<file path="src/hw/rtl/u8vd_pkg.sv">
// Types and constants shared by the UTF-8 validating decoder.
// Holds the decoder state, the result burst descriptor and the range checks.
// Depends on nothing; used by u8vd_decode, u8vd_emit and utf8_validating_decoder.
package u8vd_pkg;

  localparam int CpWidth = 21;

  localparam logic [CpWidth-1:0] ReplCp    = 21'h00FFFD;
  localparam logic [CpWidth-1:0] MaxCp     = 21'h10FFFF;
  localparam logic [CpWidth-1:0] SurrLo    = 21'h00D800;
  localparam logic [CpWidth-1:0] SurrHi    = 21'h00DFFF;
  localparam logic [CpWidth-1:0] Min2Byte  = 21'h000080;
  localparam logic [CpWidth-1:0] Min3Byte  = 21'h000800;
  localparam logic [CpWidth-1:0] Min4Byte  = 21'h010000;

  // Decoder state carried from one byte to the next.
  typedef struct packed {
    logic               in_seq;
    logic [1:0]         need;
    logic [1:0]         held;
    logic [CpWidth-1:0] partial;
  } dec_state_t;

  // All results of one byte: count-1 replacements, then one last result.
  typedef struct packed {
    logic [2:0]         count;
    logic [CpWidth-1:0] last_cp;
    logic               last_bad;
    logic               fin;
  } burst_desc_t;

  // Smallest value a sequence with this many continuations may carry.
  function automatic logic [CpWidth-1:0] min_value(input logic [1:0] need);
    logic [CpWidth-1:0] v;
    case (need)
      2'd1:    v = Min2Byte;
      2'd2:    v = Min3Byte;
      2'd3:    v = Min4Byte;
      default: v = '0;
    endcase
    return v;
  endfunction

endpackage

</file>
<file path="src/hw/rtl/u8vd_decode.sv">
// Combinational decode of one byte against the pending sequence state.
// Produces the result burst descriptor and the next decoder state.
// Depends on u8vd_pkg.
module u8vd_decode (
  input  u8vd_pkg::dec_state_t  st,
  input  logic [7:0]            byte_in,
  input  logic                  fin,
  output u8vd_pkg::burst_desc_t desc,
  output u8vd_pkg::dec_state_t  st_next
);

  logic                            cont;
  logic                            lead_emit;
  logic [u8vd_pkg::CpWidth-1:0]    lead_cp;
  logic                            lead_bad;
  logic                            lead_open;
  logic [1:0]                      lead_need;
  logic [u8vd_pkg::CpWidth-1:0]    lead_bits;
  logic [u8vd_pkg::CpWidth-1:0]    ext_val;
  logic [1:0]                      held_inc;
  logic                            ext_bad;
  logic [2:0]                      flush_cnt;

  assign cont = (byte_in[7:6] == 2'b10);

  // Classify the byte as a lead: ASCII, opener of 2..4 bytes, or stray.
  always_comb begin
    lead_emit = 1'b0;
    lead_cp   = u8vd_pkg::ReplCp;
    lead_bad  = 1'b1;
    lead_open = 1'b0;
    lead_need = 2'd0;
    lead_bits = '0;
    if (byte_in inside {[8'h00:8'h7F]}) begin
      lead_emit = 1'b1;
      lead_cp   = {13'd0, byte_in};
      lead_bad  = 1'b0;
    end else if (byte_in inside {[8'hC0:8'hDF]}) begin
      lead_open = 1'b1;
      lead_need = 2'd1;
      lead_bits = {16'd0, byte_in[4:0]};
    end else if (byte_in inside {[8'hE0:8'hEF]}) begin
      lead_open = 1'b1;
      lead_need = 2'd2;
      lead_bits = {17'd0, byte_in[3:0]};
    end else if (byte_in inside {[8'hF0:8'hF7]}) begin
      lead_open = 1'b1;
      lead_need = 2'd3;
      lead_bits = {18'd0, byte_in[2:0]};
    end else begin
      lead_emit = 1'b1;
    end
    // A lead that is the final byte can never complete.
    if (lead_open && fin) begin
      lead_open = 1'b0;
      lead_emit = 1'b1;
    end
  end

  assign ext_val   = {st.partial[u8vd_pkg::CpWidth-7:0], byte_in[5:0]};
  assign held_inc  = st.held + 2'd1;
  assign ext_bad   = (ext_val < u8vd_pkg::min_value(st.need))
                   || ((ext_val >= u8vd_pkg::SurrLo) && (ext_val <= u8vd_pkg::SurrHi))
                   || (ext_val > u8vd_pkg::MaxCp);
  assign flush_cnt = {1'b0, st.held} + 3'd1;

  always_comb begin
    desc.fin      = fin;
    desc.count    = 3'd0;
    desc.last_cp  = u8vd_pkg::ReplCp;
    desc.last_bad = 1'b1;
    st_next       = st;
    if (st.in_seq && cont) begin
      if (held_inc >= st.need) begin
        desc.count    = 3'd1;
        desc.last_cp  = ext_bad ? u8vd_pkg::ReplCp : ext_val;
        desc.last_bad = ext_bad;
        st_next       = '0;
      end else if (fin) begin
        desc.count = {1'b0, held_inc} + 3'd1;
        st_next    = '0;
      end else begin
        st_next.held    = held_inc;
        st_next.partial = ext_val;
      end
    end else begin
      // Flush a broken sequence first, then decode the byte as a new lead.
      if (st.in_seq) begin
        desc.count = flush_cnt;
      end
      if (lead_emit) begin
        desc.count    = desc.count + 3'd1;
        desc.last_cp  = lead_cp;
        desc.last_bad = lead_bad;
      end
      st_next = '0;
      if (lead_open) begin
        st_next.in_seq  = 1'b1;
        st_next.need    = lead_need;
        st_next.partial = lead_bits;
      end
    end
    if (fin) begin
      st_next = '0;
    end
  end

endmodule

</file>
<file path="src/hw/rtl/u8vd_emit.sv">
// Result register that plays out one byte's burst of results, one per cycle while m_tready is high.
// Holds a descriptor and counts down the remaining results under tready.
// Depends on u8vd_pkg.
module u8vd_emit (
  input  logic                          clk,
  input  logic                          rst,
  input  logic                          load,
  input  u8vd_pkg::burst_desc_t         desc,
  output logic                          free,
  output logic                          m_tvalid,
  input  logic                          m_tready,
  output logic [23:0]                   m_tdata,  // [20:0] code_point, rest zero
  output logic                          m_tlast,  // run_last
  output logic [1:0]                    m_tuser   // [0] malformed, [1] stream_last
);

  logic                         valid;
  logic [2:0]                   remain;
  logic [u8vd_pkg::CpWidth-1:0] last_cp;
  logic                         last_bad;
  logic                         fin;
  logic                         on_last;

  assign on_last = (remain == 3'd1);
  assign free    = !valid || (on_last && m_tready);

  always_ff @(posedge clk) begin
    if (rst) begin
      valid  <= 1'b0;
      remain <= 3'd0;
    end else if (load) begin
      valid  <= 1'b1;
      remain <= desc.count;
    end else if (valid && m_tready) begin
      if (on_last) begin
        valid <= 1'b0;
      end
      remain <= remain - 3'd1;
    end
  end

  always_ff @(posedge clk) begin
    if (load) begin
      last_cp  <= desc.last_cp;
      last_bad <= desc.last_bad;
      fin      <= desc.fin;
    end
  end

  assign m_tvalid = valid;
  assign m_tdata  = {3'd0, on_last ? last_cp : u8vd_pkg::ReplCp};
  assign m_tlast  = on_last;
  assign m_tuser  = {on_last && fin, on_last ? last_bad : 1'b1};

endmodule

</file>
<file path="src/hw/rtl/utf8_validating_decoder.sv">
// Streaming UTF-8 validating decoder, top level.
// Instantiates u8vd_decode and u8vd_emit; depends on u8vd_pkg.
//
// Usage:
//   Slave channel: one text byte per item in s_tdata[7:0]; s_tlast marks the
//   final byte of a stream and flushes any pending sequence.
//   Master channel: one code point per item in m_tdata[20:0]. m_tuser[0] is
//   set on a U+FFFD that replaces invalid input, m_tuser[1] on the last result
//   of a stream. m_tlast marks the last result caused by one input byte.
//   A byte may give no result (it opens or extends a sequence) or up to four.
// Timing:
//   An accepted byte lands in the input register. Once the result register
//   can take its results, it is decoded against the sequence state and
//   the results are loaded into it. Bytes giving zero or one result go through at
//   one per cycle while m_tready is high. A byte giving several results
//   holds the result register, one result per cycle, until all are taken;
//   only that and a low m_tready throttle the input.
// Reset (rst, synchronous): drop the byte in the input register and any
//   pending results, and leave the decoder with no open sequence.
// Stall: while m_tready is low the result register holds; bytes that give no
//   result still decode, and the input stalls only when a result must wait.
module utf8_validating_decoder (
  input  logic        clk,
  input  logic        rst,
  input  logic        s_tvalid,
  output logic        s_tready,
  input  logic [7:0]  s_tdata,   // [7:0] in_byte
  input  logic        s_tlast,   // final_byte
  output logic        m_tvalid,
  input  logic        m_tready,
  output logic [23:0] m_tdata,   // [20:0] code_point, [23:21] zero
  output logic        m_tlast,   // run_last
  output logic [1:0]  m_tuser    // [0] malformed, [1] stream_last
);

  // Input register.
  logic       in_valid;
  logic [7:0] in_byte;
  logic       in_fin;

  // Sequence state: lead seen, continuations needed and held, bits so far.
  u8vd_pkg::dec_state_t  st;
  u8vd_pkg::dec_state_t  st_next;
  u8vd_pkg::burst_desc_t desc;

  logic emit_free;
  logic advance;

  u8vd_decode u_decode (
    .st      (st),
    .byte_in (in_byte),
    .fin     (in_fin),
    .desc    (desc),
    .st_next (st_next)
  );

  // Advance the held byte when its results have somewhere to go; a byte with
  // no results needs no room in the result register.
  assign advance  = in_valid && ((desc.count == 3'd0) || emit_free);
  assign s_tready = !in_valid || advance;

  always_ff @(posedge clk) begin
    if (rst) begin
      in_valid <= 1'b0;
    end else if (s_tvalid && s_tready) begin
      in_valid <= 1'b1;
    end else if (advance) begin
      in_valid <= 1'b0;
    end
  end

  always_ff @(posedge clk) begin
    if (s_tvalid && s_tready) begin
      in_byte <= s_tdata;
      in_fin  <= s_tlast;
    end
  end

  always_ff @(posedge clk) begin
    if (rst) begin
      st <= '0;
    end else if (advance) begin
      st <= st_next;
    end
  end

  u8vd_emit u_emit (
    .clk      (clk),
    .rst      (rst),
    .load     (advance && (desc.count != 3'd0)),
    .desc     (desc),
    .free     (emit_free),
    .m_tvalid (m_tvalid),
    .m_tready (m_tready),
    .m_tdata  (m_tdata),
    .m_tlast  (m_tlast),
    .m_tuser  (m_tuser)
  );

  // A pending sequence always still lacks at least one continuation.
  a_held_below_need: assert property (@(posedge clk) disable iff (rst)
    st.in_seq |-> (st.held < st.need))
    else $error("held continuations reached the needed count");

  // A final byte always leaves the decoder with no open sequence.
  a_fin_goes_idle: assert property (@(posedge clk) disable iff (rst)
    (advance && in_fin) |=> !st.in_seq)
    else $error("sequence left open after the final byte");

  // Every result before the last one of a byte is a replacement.
  a_early_is_repl: assert property (@(posedge clk) disable iff (rst)
    (m_tvalid && !m_tlast) |-> (m_tuser[0] && (m_tdata[20:0] == u8vd_pkg::ReplCp)))
    else $error("non-final result of a byte is not a replacement");

  // A malformed flag always carries U+FFFD.
  a_bad_is_repl: assert property (@(posedge clk) disable iff (rst)
    (m_tvalid && m_tuser[0]) |-> (m_tdata[20:0] == u8vd_pkg::ReplCp))
    else $error("malformed result with a code point other than U+FFFD");

  // End of stream only on the last result of a byte.
  a_stream_end_on_run_end: assert property (@(posedge clk) disable iff (rst)
    (m_tvalid && m_tuser[1]) |-> m_tlast)
    else $error("stream end flagged mid-burst");

endmodule
</file>
<file path="config.mk">
export PLATFORM = sky130hd
export DESIGN_NAME = utf8_validating_decoder
export DESIGN_NICKNAME = d
export VERILOG_FILES = /design/src/hw/rtl/u8vd_pkg.sv /design/src/hw/rtl/u8vd_decode.sv /design/src/hw/rtl/u8vd_emit.sv /design/src/hw/rtl/utf8_validating_decoder.sv
export SDC_FILE = /design/constraint.sdc
export NUM_CORES = 1
export LEC_CHECK = 0
export BUFFER_PORTS_ARGS = -buffer_cell sky130_fd_sc_hd__buf_4
export CAP_MARGIN = 20
export CORE_AREA = 10 10 130 84
export CTS_CLUSTER_SIZE = 28
export DETAILED_ROUTE_END_ITERATION = 12
export DIE_AREA = 0 0 140 94
export GPL_TIMING_DRIVEN = 0
export PLACE_DENSITY = 0.5
export SETUP_SLACK_MARGIN = 0.2
export SYNTH_ARGS = -nofsm -noshare
export SYNTH_HDL_FRONTEND = slang
export SYNTH_SLANG_ARGS = --single-unit
export TNS_END_PERCENT = 20
</file>
<file path="constraint.sdc">
create_clock -name clk -period 4 [get_ports clk]
set_input_delay 0.6 -clock clk [delete_from_list [all_inputs] [get_ports clk]]
set_output_delay 0.6 -clock clk [all_outputs]
set_load 0.05 [all_outputs]
</file>
==> flow_metrics.py <==
metrics = {
    "outcome": {
        "status": "complete, no violations",
    },
    "final_layout": {
        "fin_cells": 450,
        "finalCoreUtilization": 0.433,
        "area_growth_pct": 24.9,
        "finish.net_count": 355,
        "share_of_final_layout_standard_cells_stronger_than_drive_strength_1": 0.195,
        "antennaDiodeCount": 0,
        "fill_cells": 834,
        "finish.instance_area_um2": 3660,
    },
    "yosys": {
        "ys_async_sr_fraction": 0,
        "post_synth_design_cell_area_um2": 2930,
        "ys_types": 53,
        "synth_edf_count": 32,
        "register_bit_total_from_synthesis": 57,
        "syn_inst_count": 283,
        "yosys_warnings": 0,
        "synth_top_flop_cell": "edfxtp_1",
        "synth.yosys.seq_area_share": 0.498,
        "syn-mean-instance-area_um2": 10.4,
    },
    "die": {
        "die_y_um": 94,
        "io_pins": 42,
        "floorplan.die_area_um2": 13200,
        "core_area_um2": 8460,
        "standard_cell_row_count": 26,
        "initial_utilization": 0.347,
        "die_w_um": 140,
    },
    "min_path": {
        "worstHoldPathType": "input port to register",
    },
    "sta": {
        "finalCritPeriodShare": 0.884,
        "fin_worst_hold_slack_ns": 0.446,
        "setup_total_negative_slack_ns": 0,
        "worst-slew-pin-transition_ns": 0.971,
        "setup_viol_count_final": 0,
        "skew_ns": 0.00808,
        "final_slew_viol_count": 0,
        "max_freq_mhz": 283,
        "grt_setup_unrepaired": "no",
        "timing_hold_violations_final": 0,
        "max-slew-margin-rel": 0.352,
        "setup_slack_ns": 0.463,
        "period_minus_slack_ns": 3.54,
    },
    "clock_tree": {
        "cts-hold-fix-buffers": 0,
        "cts_buffers": 9,
        "cts.htree.levels": 3,
        "cts_max_path_buffers": 2,
        "clkTransAtPathRegs_ns": 0.05,
        "cts-root-buf": "clkbuf_16",
        "cts_sinks": 57,
        "tritoncts": "built",
        "worst_skew_pair.late_latency_ns": 0.33,
    },
    "power": {
        "power_per_cell_area_nw_per_um2": 452,
        "seqPwrFrac": 0.402,
        "comb_power_share": 0.134,
        "ir_worst_vdd_mv": 0.254,
        "pwr-share-clk": 0.464,
        "design_power_total_mw": 1.66,
        "sw_frac_of_total": 0.254,
        "intPower_mw": 1.24,
        "power.switching_mw": 0.422,
        "power.static_leakage_nw": 1.43,
    },
    "global_routing": {
        "grt_use_total": 0.118,
        "grt_remaining_overflow": 0,
        "grt_first_pass_wirelength_um": 12100,
        "antenna_violations_before_repair": 0,
        "maximum_number_of_pins_on_one_net_before_global_route_repair": 24,
        "via_count_of_the_first_global_routing_pass": 2223,
    },
    "route": {
        "final_antenna_net_count": 0,
        "avgViaCountPerCell": 4.87,
        "wl_um": 7240,
        "drc_errors": 0,
        "initialDrtViolationCount": 158,
        "avgRoutedWirePerCell_um": 16.1,
        "detail_route.first_pass.iterations": 4,
        "vias": 2193,
    },
    "placed_design": {
        "dpl_cell_area_um2": 3360,
        "finalWeightedCongestion": 0.853,
        "dp_cells": 434,
        "portBuffers": 37,
        "detailedPlace.worstSlack_ns": 0.587,
        "dpl.hpwl_um": 5470,
    },
    "setup_path": {
        "worst_ep_required_time_ns": 3.40,
        "worst_ep_arrival_time_ns": 2.94,
        "setup.worst_path.end_class": "output pin",
        "setup.worst_path.start_class": "register",
        "path_max_fanout": 7,
        "worstSetupPathType": "register to output pin",
    },
    "job": {
        "cap_violations": 0,
    },
}
==> layout make-up <==
cell class                      count  area [µm²]  area share
Buffer                             14        97.6      0.0266
Clock inverter                      3        40.0      0.0109
Multi-Input combinational cell    198        1330       0.362
Tap cell                          112         140      0.0383
Inverter                           16        60.1      0.0164
Sequential cell                    57        1460       0.399
Timing Repair Buffer               37         278      0.0758
Clock buffer                       13         260      0.0710
==> state kept, by name, summed over array words and instances (netlist names) <==
register and count:
in_byte 8, in_fin 1, in_valid 1, st 20, u_emit.fin 1, u_emit.last_bad 1
u_emit.last_cp 21, u_emit.m_tvalid 1, u_emit.remain 3
==> worst max-delay path, stage by stage, from the launching register on <==
cell and delay, ns:
dfxtp_2 0.40, inv_1 0.10, ha_1 0.34, inv_1 0.07
ha_1 0.30, a21oi_2 0.28, o221ai_1 0.18, or3_1 0.35
buf_6 0.15, o21ai_1 0.20, buf_4 0.24
==> synth_stat cells, types with 6 or more instances <==
master,number,area [µm²]
clkbuf_1,6,22.5
o21ai_0,6,30.0
and2_1,10,62.6
o21a_1,10,75.1
nand3_1,8,40.0
dfxtp_1,25,500
edfxtp_1,32,961
and3_1,8,50.1
nand2b_1,24,150
a21oi_1,7,35.0
ha_1,9,113
nand2_1,40,150
inv_1,15,56.3
mux2i_1,20,200
==> timing repair <==
item	4_1_cts	5_1_grt
setup buffers	0	0
setup endpoints to repair	0	24
resized for setup	0	2
==> cell usage in the layout, fill, tap and decap left out, drive strengths merged, types with 2 or more instances in the layout <==
master | Yosys | routed
a21o | 3 | 3
mux2i | 20 | 20
clkbuf | 6 | 19
nand2b | 24 | 24
buf | 8 | 45
o2bb2ai | 3 | 3
nand3 | 8 | 8
nand2 | 40 | 40
dfxtp | 25 | 25
nand3b | 2 | 2
conb | 1 | 3
a211oi | 2 | 2
ha | 9 | 9
edfxtp | 32 | 32
nor2 | 4 | 4
nor2b | 2 | 2
nor3 | 4 | 4
o31ai | 2 | 2
o211ai | 2 | 2
o21a | 10 | 10
inv | 15 | 15
and3 | 8 | 8
a21oi | 7 | 7
o21ai | 8 | 8
o311ai | 2 | 2
and2 | 11 | 11
a31oi | 3 | 3
clkinv | 1 | 3
nand4 | 2 | 2
==> power by group through the flow <==
stage          Combinational (mW)  Sequential, mW  Clock [mW]
6_report                    0.223           0.666       0.768
5_1_grt                     0.241           0.668       0.814
4_1_cts                     0.226           0.666       0.791
3_5_place_dp                0.226           0.677           0
3_3_place_gp                0.224           0.678           0
2_1_floorplan               0.159           0.671           0
==> routing by layer <==
metal,share of wire,GRT usage
met4,0.011,0.0454
met2,0.36,0.138
met3,0.097,0.0551
met1,0.54,0.173
met5,0,0
==> path summary, 6_finish.rpt <==
path	startpoint	to	slack, ns	cells past startpoint
worst min-delay path	s_tdata[2]	in_byte[2]$_DFFE_PP_	0.45	1
worst min register to register	st[12]$_SDFFE_PP0P_	st[12]$_SDFFE_PP0P_	0.47	2
worst max register to register	st[21]$_SDFFE_PP0P_	u_emit.last_cp[6]$_DFFE_PP_	0.75	10
worst max-delay path	st[21]$_SDFFE_PP0P_	s_tready	0.46	10
==> kinds of logic (layout without fill, tap and decap cells) <==
group,after synthesis,in the layout,synth area share
AND/OR/NAND/NOR,111,111,0.198
flip-flops,57,57,0.498
AO/OA/AOI/OAI,53,53,0.136
buffers and inverters,30,83,0.0538
multiplexers,20,20,0.0683
adder cells (fa/ha/maj),9,9,0.0384
XOR/XNOR,2,2,0.00597
other,1,3,0.00128
Note: power is estimated with default switching activity, not from simulation.
